--- config.mk ---
export PLATFORM = sky130hd
export DESIGN_NAME = masked_route_lookup_unit_flat
export DESIGN_NICKNAME = d
export VERILOG_FILES = /design/src/hdl/mrl_pkg.sv /design/src/hdl/mrl_req_if.sv /design/src/hdl/mrl_rsp_if.sv /design/src/hdl/mrl_cell.sv /design/src/hdl/masked_route_lookup_unit.sv /design/src/flat_wrapper.sv
export SDC_FILE = /design/constraint.sdc
export NUM_CORES = 2
export LEC_CHECK = 0
export BUFFER_PORTS_ARGS = -buffer_cell sky130_fd_sc_hd__buf_2
export CORE_MARGIN = 2
export CORE_UTILIZATION = 40
export CTS_CLUSTER_SIZE = 28
export DETAILED_ROUTE_END_ITERATION = 12
export HOLD_SLACK_MARGIN = 0.1
export SYNTH_ARGS = -nofsm -noshare
export SYNTH_HDL_FRONTEND = slang
export SYNTH_SLANG_ARGS = --single-unit
export TNS_END_PERCENT = 100
--- constraint.sdc ---
create_clock -name clk -period 33.9 [get_ports clk]
set_clock_uncertainty 0.15 [all_clocks]
set_input_delay 1.695 -clock clk [delete_from_list [all_inputs] [get_ports clk]]
set_output_delay 1.695 -clock clk [all_outputs]
set_load 0.03 [all_outputs]
--- src/hdl/mrl_pkg.sv ---
// Shared types and constants of the masked route lookup unit.
package mrl_pkg;

	localparam int ADDR_W   = 16;
	localparam int METRIC_W = 8;
	localparam int IFACE_W  = 8;
	localparam int COUNT_W  = 6;
	localparam int INDEX_W  = 5;

	localparam logic [IFACE_W-1:0] NO_ROUTE_IFACE = 8'hFF;

	typedef enum logic {
		ACT_LOOKUP = 1'b0,
		ACT_WRITE  = 1'b1
	} action_t;

	typedef struct packed {
		logic [ADDR_W-1:0]   dest;
		logic [ADDR_W-1:0]   mask;
		logic [ADDR_W-1:0]   gateway;
		logic [METRIC_W-1:0] metric;
		logic [IFACE_W-1:0]  iface;
	} route_entry_t;

	// Partial lookup result handed from cell to cell.
	typedef struct packed {
		logic [ADDR_W-1:0]   addr;
		logic                found_local;
		logic                have_remote;
		logic [METRIC_W-1:0] best_metric;
		logic [IFACE_W-1:0]  best_iface;
	} lookup_data_t;

	typedef struct packed {
		logic adv;
		logic active;
	} cell_ctrl_t;

endpackage

--- src/hdl/mrl_req_if.sv ---
// Request channel of the masked route lookup unit.
interface mrl_req_if;
	import mrl_pkg::*;

	logic                valid;
	logic                ready;
	logic                action;
	logic [ADDR_W-1:0]   lookup_addr;
	logic [INDEX_W-1:0]  entry_index;
	logic [ADDR_W-1:0]   entry_dest;
	logic [ADDR_W-1:0]   entry_mask;
	logic [ADDR_W-1:0]   entry_gateway;
	logic [METRIC_W-1:0] entry_metric;
	logic [IFACE_W-1:0]  entry_iface;

	modport source (
		output valid, action, lookup_addr, entry_index, entry_dest, entry_mask,
			entry_gateway, entry_metric, entry_iface,
		input  ready
	);

	modport sink (
		input  valid, action, lookup_addr, entry_index, entry_dest, entry_mask,
			entry_gateway, entry_metric, entry_iface,
		output ready
	);
endinterface

--- src/hdl/mrl_rsp_if.sv ---
// Result channel of the masked route lookup unit.
interface mrl_rsp_if;
	import mrl_pkg::*;

	logic               valid;
	logic               ready;
	logic               hit;
	logic [IFACE_W-1:0] out_iface;
	logic               local_route;

	modport source (
		output valid, hit, out_iface, local_route,
		input  ready
	);

	modport sink (
		input  valid, hit, out_iface, local_route,
		output ready
	);
endinterface

--- src/hdl/mrl_cell.sv ---
// One route table cell: holds an entry and refines the passing lookup.
module mrl_cell import mrl_pkg::*; (
	input  logic         clk,
	input  logic         arst_n,
	input  cell_ctrl_t   ctrl,
	input  logic         wr_en,
	input  route_entry_t wr_entry,
	input  logic         vld_in,
	input  lookup_data_t data_in,
	output logic         vld_out,
	output lookup_data_t data_out
);

	route_entry_t entry_q;
	logic         vld_s1;
	lookup_data_t data_s1;
	lookup_data_t data_nxt;
	logic         match;

	assign match = ((data_in.addr ^ entry_q.dest) & entry_q.mask) == '0;

	always_comb begin
		data_nxt = data_in;
		if (ctrl.active && !data_in.found_local && match) begin
			if (entry_q.gateway == '0) begin
				// first local match settles the lookup
				data_nxt.found_local = 1'b1;
				data_nxt.best_iface  = entry_q.iface;
			end else if (!data_in.have_remote || (entry_q.metric < data_in.best_metric)) begin
				data_nxt.have_remote = 1'b1;
				data_nxt.best_metric = entry_q.metric;
				data_nxt.best_iface  = entry_q.iface;
			end
		end
	end

	always_ff @(posedge clk) begin
		if (wr_en) begin
			entry_q <= wr_entry;
		end
	end

	always_ff @(posedge clk or negedge arst_n) begin
		if (!arst_n) begin
			vld_s1 <= 1'b0;
		end else if (ctrl.adv) begin
			vld_s1 <= vld_in;
		end
	end

	always_ff @(posedge clk) begin
		if (ctrl.adv) begin
			data_s1 <= data_nxt;
		end
	end

	assign vld_out  = vld_s1;
	assign data_out = data_s1;

endmodule

--- src/hdl/masked_route_lookup_unit.sv ---
// Top level of the masked route lookup unit: a chain of route table cells.
//
// The route table lives in a row of TABLE_DEPTH cells, one entry per cell. A write
// request stores its entry in the addressed cell and gives no result; writes to a
// slot at or beyond TABLE_DEPTH are dropped. A lookup request enters the first
// cell and moves one cell per cycle unless the chain holds; each cell among the
// first entries_in_use compares the address with its entry under the mask and
// updates the running answer (first local match wins, else first remote match of
// least metric). From the last cell the answer drops into the output register,
// and the next request is taken in the cycle after the result is registered. One
// lookup is in the chain at a time. If the result register is still full when a
// lookup reaches the end, the chain holds until the result is taken. Configure
// entries_in_use only while idle; cells never written must not be reached by a
// lookup.
module masked_route_lookup_unit import mrl_pkg::*; #(
	parameter int TABLE_DEPTH = 32
) (
	input  logic               clk,
	input  logic               arst_n,
	mrl_req_if.sink            req,
	mrl_rsp_if.source          rsp,
	input  logic               cfg_we,
	input  logic [COUNT_W-1:0] cfg_wdata
);

	logic [COUNT_W-1:0] count_q;
	logic               busy_q;
	logic               rsp_valid_q;
	logic               hit_q;
	logic [IFACE_W-1:0] iface_q;
	logic               local_q;

	logic               req_acc;
	logic               lookup_acc;
	logic               write_acc;
	logic               adv;
	logic               load_res;
	route_entry_t       wr_entry;

	logic               vld_chain  [0:TABLE_DEPTH];
	lookup_data_t       data_chain [0:TABLE_DEPTH];

	// Take a request only with the chain empty.
	assign req.ready  = !busy_q;
	assign req_acc    = req.valid && req.ready;
	assign lookup_acc = req_acc && (req.action == ACT_LOOKUP);
	assign write_acc  = req_acc && (req.action == ACT_WRITE);

	// Hold the whole chain while a finished lookup waits on a full result register.
	assign adv      = !(vld_chain[TABLE_DEPTH] && rsp_valid_q && !rsp.ready);
	assign load_res = vld_chain[TABLE_DEPTH] && adv;

	assign wr_entry = '{
		dest:    req.entry_dest,
		mask:    req.entry_mask,
		gateway: req.entry_gateway,
		metric:  req.entry_metric,
		iface:   req.entry_iface
	};

	// Inject a fresh lookup with no match recorded yet.
	assign vld_chain[0]  = lookup_acc;
	assign data_chain[0] = '{
		addr:        req.lookup_addr,
		found_local: 1'b0,
		have_remote: 1'b0,
		best_metric: '0,
		best_iface:  '0
	};

	for (genvar i = 0; i < TABLE_DEPTH; i++) begin : g_cell
		cell_ctrl_t ctrl;
		logic       wr_sel;

		// Only entries below the configured count take part; counts beyond the
		// table saturate naturally since no cell sits past its end.
		assign ctrl.adv    = adv;
		assign ctrl.active = int'(count_q) > i;
		assign wr_sel      = write_acc && (int'(req.entry_index) == i);

		mrl_cell u_cell (
			.clk      (clk),
			.arst_n   (arst_n),
			.ctrl     (ctrl),
			.wr_en    (wr_sel),
			.wr_entry (wr_entry),
			.vld_in   (vld_chain[i]),
			.data_in  (data_chain[i]),
			.vld_out  (vld_chain[i+1]),
			.data_out (data_chain[i+1])
		);
	end

	always_ff @(posedge clk or negedge arst_n) begin
		if (!arst_n) begin
			count_q <= '0;
		end else if (cfg_we) begin
			count_q <= cfg_wdata;
		end
	end

	// Busy from lookup acceptance until its answer is registered.
	always_ff @(posedge clk or negedge arst_n) begin
		if (!arst_n) begin
			busy_q <= 1'b0;
		end else if (lookup_acc) begin
			busy_q <= 1'b1;
		end else if (load_res) begin
			busy_q <= 1'b0;
		end
	end

	always_ff @(posedge clk or negedge arst_n) begin
		if (!arst_n) begin
			rsp_valid_q <= 1'b0;
		end else if (load_res) begin
			rsp_valid_q <= 1'b1;
		end else if (rsp.ready) begin
			rsp_valid_q <= 1'b0;
		end
	end

	// Resolve the answer: a miss reports the no-route interface.
	always_ff @(posedge clk) begin
		if (load_res) begin
			hit_q   <= data_chain[TABLE_DEPTH].found_local || data_chain[TABLE_DEPTH].have_remote;
			local_q <= data_chain[TABLE_DEPTH].found_local;
			if (data_chain[TABLE_DEPTH].found_local || data_chain[TABLE_DEPTH].have_remote) begin
				iface_q <= data_chain[TABLE_DEPTH].best_iface;
			end else begin
				iface_q <= NO_ROUTE_IFACE;
			end
		end
	end

	assign rsp.valid       = rsp_valid_q;
	assign rsp.hit         = hit_q;
	assign rsp.out_iface   = iface_q;
	assign rsp.local_route = local_q;

endmodule
--- src/flat_wrapper.sv ---
// flat-port wrapper written by rule: the top's interface ports become plain ports
module masked_route_lookup_unit_flat import mrl_pkg::*;
#(
	parameter int TABLE_DEPTH = 32
)
  (clk, arst_n, cfg_we, cfg_wdata, req_valid, req_action, req_lookup_addr, req_entry_index, req_entry_dest, req_entry_mask, req_entry_gateway, req_entry_metric, req_entry_iface, req_ready, rsp_valid, rsp_hit, rsp_out_iface, rsp_local_route, rsp_ready);
  mrl_req_if req_i ();
  mrl_rsp_if rsp_i ();
  input  logic clk;
  input  logic arst_n;
  input  logic cfg_we;
  input  logic [COUNT_W-1:0] cfg_wdata;
  input wire logic [$bits(req_i.valid)-1:0] req_valid;
  input wire logic [$bits(req_i.action)-1:0] req_action;
  input wire logic [$bits(req_i.lookup_addr)-1:0] req_lookup_addr;
  input wire logic [$bits(req_i.entry_index)-1:0] req_entry_index;
  input wire logic [$bits(req_i.entry_dest)-1:0] req_entry_dest;
  input wire logic [$bits(req_i.entry_mask)-1:0] req_entry_mask;
  input wire logic [$bits(req_i.entry_gateway)-1:0] req_entry_gateway;
  input wire logic [$bits(req_i.entry_metric)-1:0] req_entry_metric;
  input wire logic [$bits(req_i.entry_iface)-1:0] req_entry_iface;
  output wire logic [$bits(req_i.ready)-1:0] req_ready;
  output wire logic [$bits(rsp_i.valid)-1:0] rsp_valid;
  output wire logic [$bits(rsp_i.hit)-1:0] rsp_hit;
  output wire logic [$bits(rsp_i.out_iface)-1:0] rsp_out_iface;
  output wire logic [$bits(rsp_i.local_route)-1:0] rsp_local_route;
  input wire logic [$bits(rsp_i.ready)-1:0] rsp_ready;
  assign req_i.valid = req_valid;
  assign req_i.action = req_action;
  assign req_i.lookup_addr = req_lookup_addr;
  assign req_i.entry_index = req_entry_index;
  assign req_i.entry_dest = req_entry_dest;
  assign req_i.entry_mask = req_entry_mask;
  assign req_i.entry_gateway = req_entry_gateway;
  assign req_i.entry_metric = req_entry_metric;
  assign req_i.entry_iface = req_entry_iface;
  assign req_ready = req_i.ready;
  assign rsp_valid = rsp_i.valid;
  assign rsp_hit = rsp_i.hit;
  assign rsp_out_iface = rsp_i.out_iface;
  assign rsp_local_route = rsp_i.local_route;
  assign rsp_i.ready = rsp_ready;
  masked_route_lookup_unit #(.TABLE_DEPTH(TABLE_DEPTH)) u_core (.clk(clk), .arst_n(arst_n), .req(req_i), .rsp(rsp_i), .cfg_we(cfg_we), .cfg_wdata(cfg_wdata));
endmodule
==> flow_summary.ini <==
[run_status]
violations = max-capacitance violations
outcome = complete, but fails checks

[clock_tree]
cts_num_sinks = 3162
insertion_delay_ps = 880
post_cts_buffers = 0
cts_tree = done
hold_buffers = 0
cts.htree.levels = 5
clk_path_buf_depth = 4
clk_pin_slew_ps = 60
cts_root_buffer = clkbuf_16
numCtsBuffers = 309
ctsResizeCount = 0

[sta]
finalSetupTns_ps = 0
setup_violations = 0
worst_pin_slew_ps = 1480
hold_viol_final = 0
rsz0062_at_grt = false
slew_headroom_pct = 0.312
fmax_mhz = 183
slew_violations = 0
fin_crit_ps = 5470
final.period_utilization_pct = 16.1

[detailed_routing]
drc_errors = 0
via_per_inst = 5.08
first_pass_iters = 5
routed_wl_mm = 241
drt_iter0_markers = 5043
ant_nets = 0
dr_total_vias = 53400
routedWlPerCell_um = 23.0

[die]
fp.dieH_um = 544
dieWidth_um = 544
core_mm2 = 0.291
start_util_pct = 40.1
die-area_mm2 = 0.296
io-pin-count = 109
rows = 198

[global_route]
grt_max_degree = 184
grt_use_total_pct = 16.1
grt_pass1_wl_mm = 354
antenna_found_initial = 26
grt_overflow = 0
grt_pass1_vias = 55000

[synthesis]
ys_warn_count = 0
synth-edff-count = 3122
synth_cell_type_count = 67
ys_seq_elements = 3162
synth_seq_area_share_pct = 81.3
synthCells = 5910
async_flop_share_pct = 1.27
ys.flop_type = edfxtp_1
syn_area_mm2 = 0.117
syn_area_per_cell_um2 = 19.7
syn_nets = 6224

[worst_setup_path]
crit_required_ps = 34190
cp_max_fo = 116
crit_slowest_cell = buf_4
cpMostUsedCell = buf_4
startpoint_type = primary input
crit_path_max_incr_delay_ps = 920
end_kind = flop
crit_chain = buf_2 > nand3b_1 > buf_4 > buf_4 > buf_12 > buf_4 > buf_4
arrival_ps = 5760
crit_type = in2reg

[power_and_ir_drop]
share_comb_of_total_power_pct = 2.5
power_switching_mw = 1.59
swShare_pct = 20.1
p_clk_share_pct = 41.8
ir_worst_vdd_mv = 0.0436
finalPower_mw = 7.90
power.internal_mw = 6.31
p_per_area_mw_per_mm2 = 59.7
p_seq_share_pct = 55.7
p_leak_nw = 46.1

[cells_and_area]
area_delta_synth_final_pct = 13.5
drive_gt1_share_pct = 18.4
nFillCells = 24300
nets = 6675

[placed_design]
gp_congestion = 0.828
dp_hpwl_mm = 150
port_buffers = 108

[run]
drv_cap = 1

[min_path]
hp-class = reg2reg
-- placed cells by master, fill, tap and decap left out, types with 21 or more instances in the layout --
cell type  Yosys  routed
nor2_1       101      69
clkinv_1       0      69
and3_1        28      28
nor3_1        33      31
bufinv_16      0      21
ha_1         217     217
a21o_1        47      47
o21a_1        22      22
clkbuf_16      0     321
mux2_2       520     520
nor2_4         0      32
a22oi_1      213     213
edfxtp_1    3122    3122
clkbuf_1      16      65
nor3b_1       33      33
nand3_1       73      73
o21ai_0       95      95
a21oi_1       95      95
nand4_1       63      63
buf_4         13      88
dfrtp_1       40      40
clkinv_2       0      46
buf_2         27     105
nand2_1       97      97
inv_1        233     233
xor2_1       512     512
nor4_1       130     130
-- path summary, 6_finish.rpt --
| check | cells past startpoint | slack (ps) | endpoint | start |
|---|---|---|---|---|
| min in group asynchronous | 1 | 890 | u_core.busy_q | arst_n |
| max | 7 | 28430 | u_core.g_cell[4].u_cell.data_out[3] | rsp_ready |
| max in group asynchronous | 1 | 32010 | u_core.count_q[3] | arst_n |
| min | 0 | 290 | u_core.g_cell[15].u_cell.data_out[22] | u_core.g_cell[14].u_cell.data_out[22] |
| max reg2reg | 6 | 28990 | u_core.g_cell[4].u_cell.data_out[3] | u_core.rsp.valid |
| min reg2reg | 0 | 290 | u_core.g_cell[15].u_cell.data_out[22] | u_core.g_cell[14].u_cell.data_out[22] |
-- through the flow --
stage	hold slack (ps)	utilization (%)	instances	setup WS, ps	area, µm²
final	290	45.6	10500	28430	132000
after global placement	295	42.2	9950	27600	123000
after global routing	321	45.5	10500	28200	132000
after CTS	296	45.5	10500	28470	132000
after floorplan	277	-	5910	16570	117000
after detailed placement	292	42.2	9950	27570	123000
-- cell usage after synthesis, types with 18 or more instances --
master | number | area share, %
dfrtp_1 | 40 | 0.86
buf_2 | 27 | 0.12
inv_1 | 233 | 0.75
nor3b_1 | 33 | 0.21
nand3_1 | 73 | 0.31
xor2_1 | 512 | 3.8
nand4_1 | 63 | 0.34
edfxtp_1 | 3122 | 80
mux2_2 | 520 | 5.0
a21oi_1 | 95 | 0.41
nor4_1 | 130 | 0.70
and3_1 | 28 | 0.15
nand2_1 | 97 | 0.31
o21ai_0 | 95 | 0.41
o21a_1 | 22 | 0.14
a22oi_1 | 213 | 1.4
a21o_1 | 47 | 0.30
and4_1 | 18 | 0.14
nor2_1 | 101 | 0.33
nor3_1 | 33 | 0.14
ha_1 | 217 | 2.3
-- logic make-up after synthesis --
| logic type | Yosys count | share of synthesized area [%] |
|---|---|---|
| fa+ha+maj | 217 | 2.33 |
| simple gates | 631 | 3.01 |
| mux | 522 | 5.04 |
| compound gates | 575 | 3.49 |
| flops | 3162 | 81.3 |
| xor+xnor | 512 | 3.85 |
| buf+inv | 291 | 1.01 |
-- power by group through the flow --
stage | Sequential (mW) | Clock (mW) | Combinational, mW
global placement | 4.48 | 0 | 0.194
global route | 4.40 | 3.53 | 0.214
CTS | 4.40 | 3.38 | 0.199
detailed placement | 4.48 | 0 | 0.198
floorplan | 4.46 | 0 | 0.0845
finish | 4.40 | 3.30 | 0.197
-- critical path: cells and delay by family --
family / cells / cell delay [ps]
and+or+nand+nor: 1 / 120
buffers and inverters: 6 / 3620
-- layer usage --
metal	wire length [µm]	global-route usage (%)	part of all wire, %	up-vias
met3	14000	2.56	5.8	392
met2	120000	27.8	50	1487
met4	5920	4.27	2.5	0
met5	0	0	0	-
li1	-	-	-	24200
met1	101000	21.2	42	27300
-- registers in the layout, indices dropped and copies added (netlist names) --
register                       count
u_core.g_cell.u_cell.data_out   1064
u_core.rsp.hit                     1
u_core.busy_q                      1
u_core.rsp.out_iface               8
u_core.count_q                     6
u_core.rsp.local_route             1
u_core.rsp.valid                   1
u_core.g_cell.u_cell.entry_q    2048
u_core.g_cell.u_cell.vld_out      32
-- final cells by class --
class,instances,area (µm²),area share [%]
inverter,234,878,0.664
antenna,7,17.5,0.0132
tap,3900,4880,3.69
clock inverter,164,1390,1.05
timing repair buffer,197,1270,0.957
multi-input combinational,2457,20900,15.8
sequential,3162,94800,71.6
clock buffer,386,8280,6.25
Note: power is estimated with default switching activity, not from simulation.
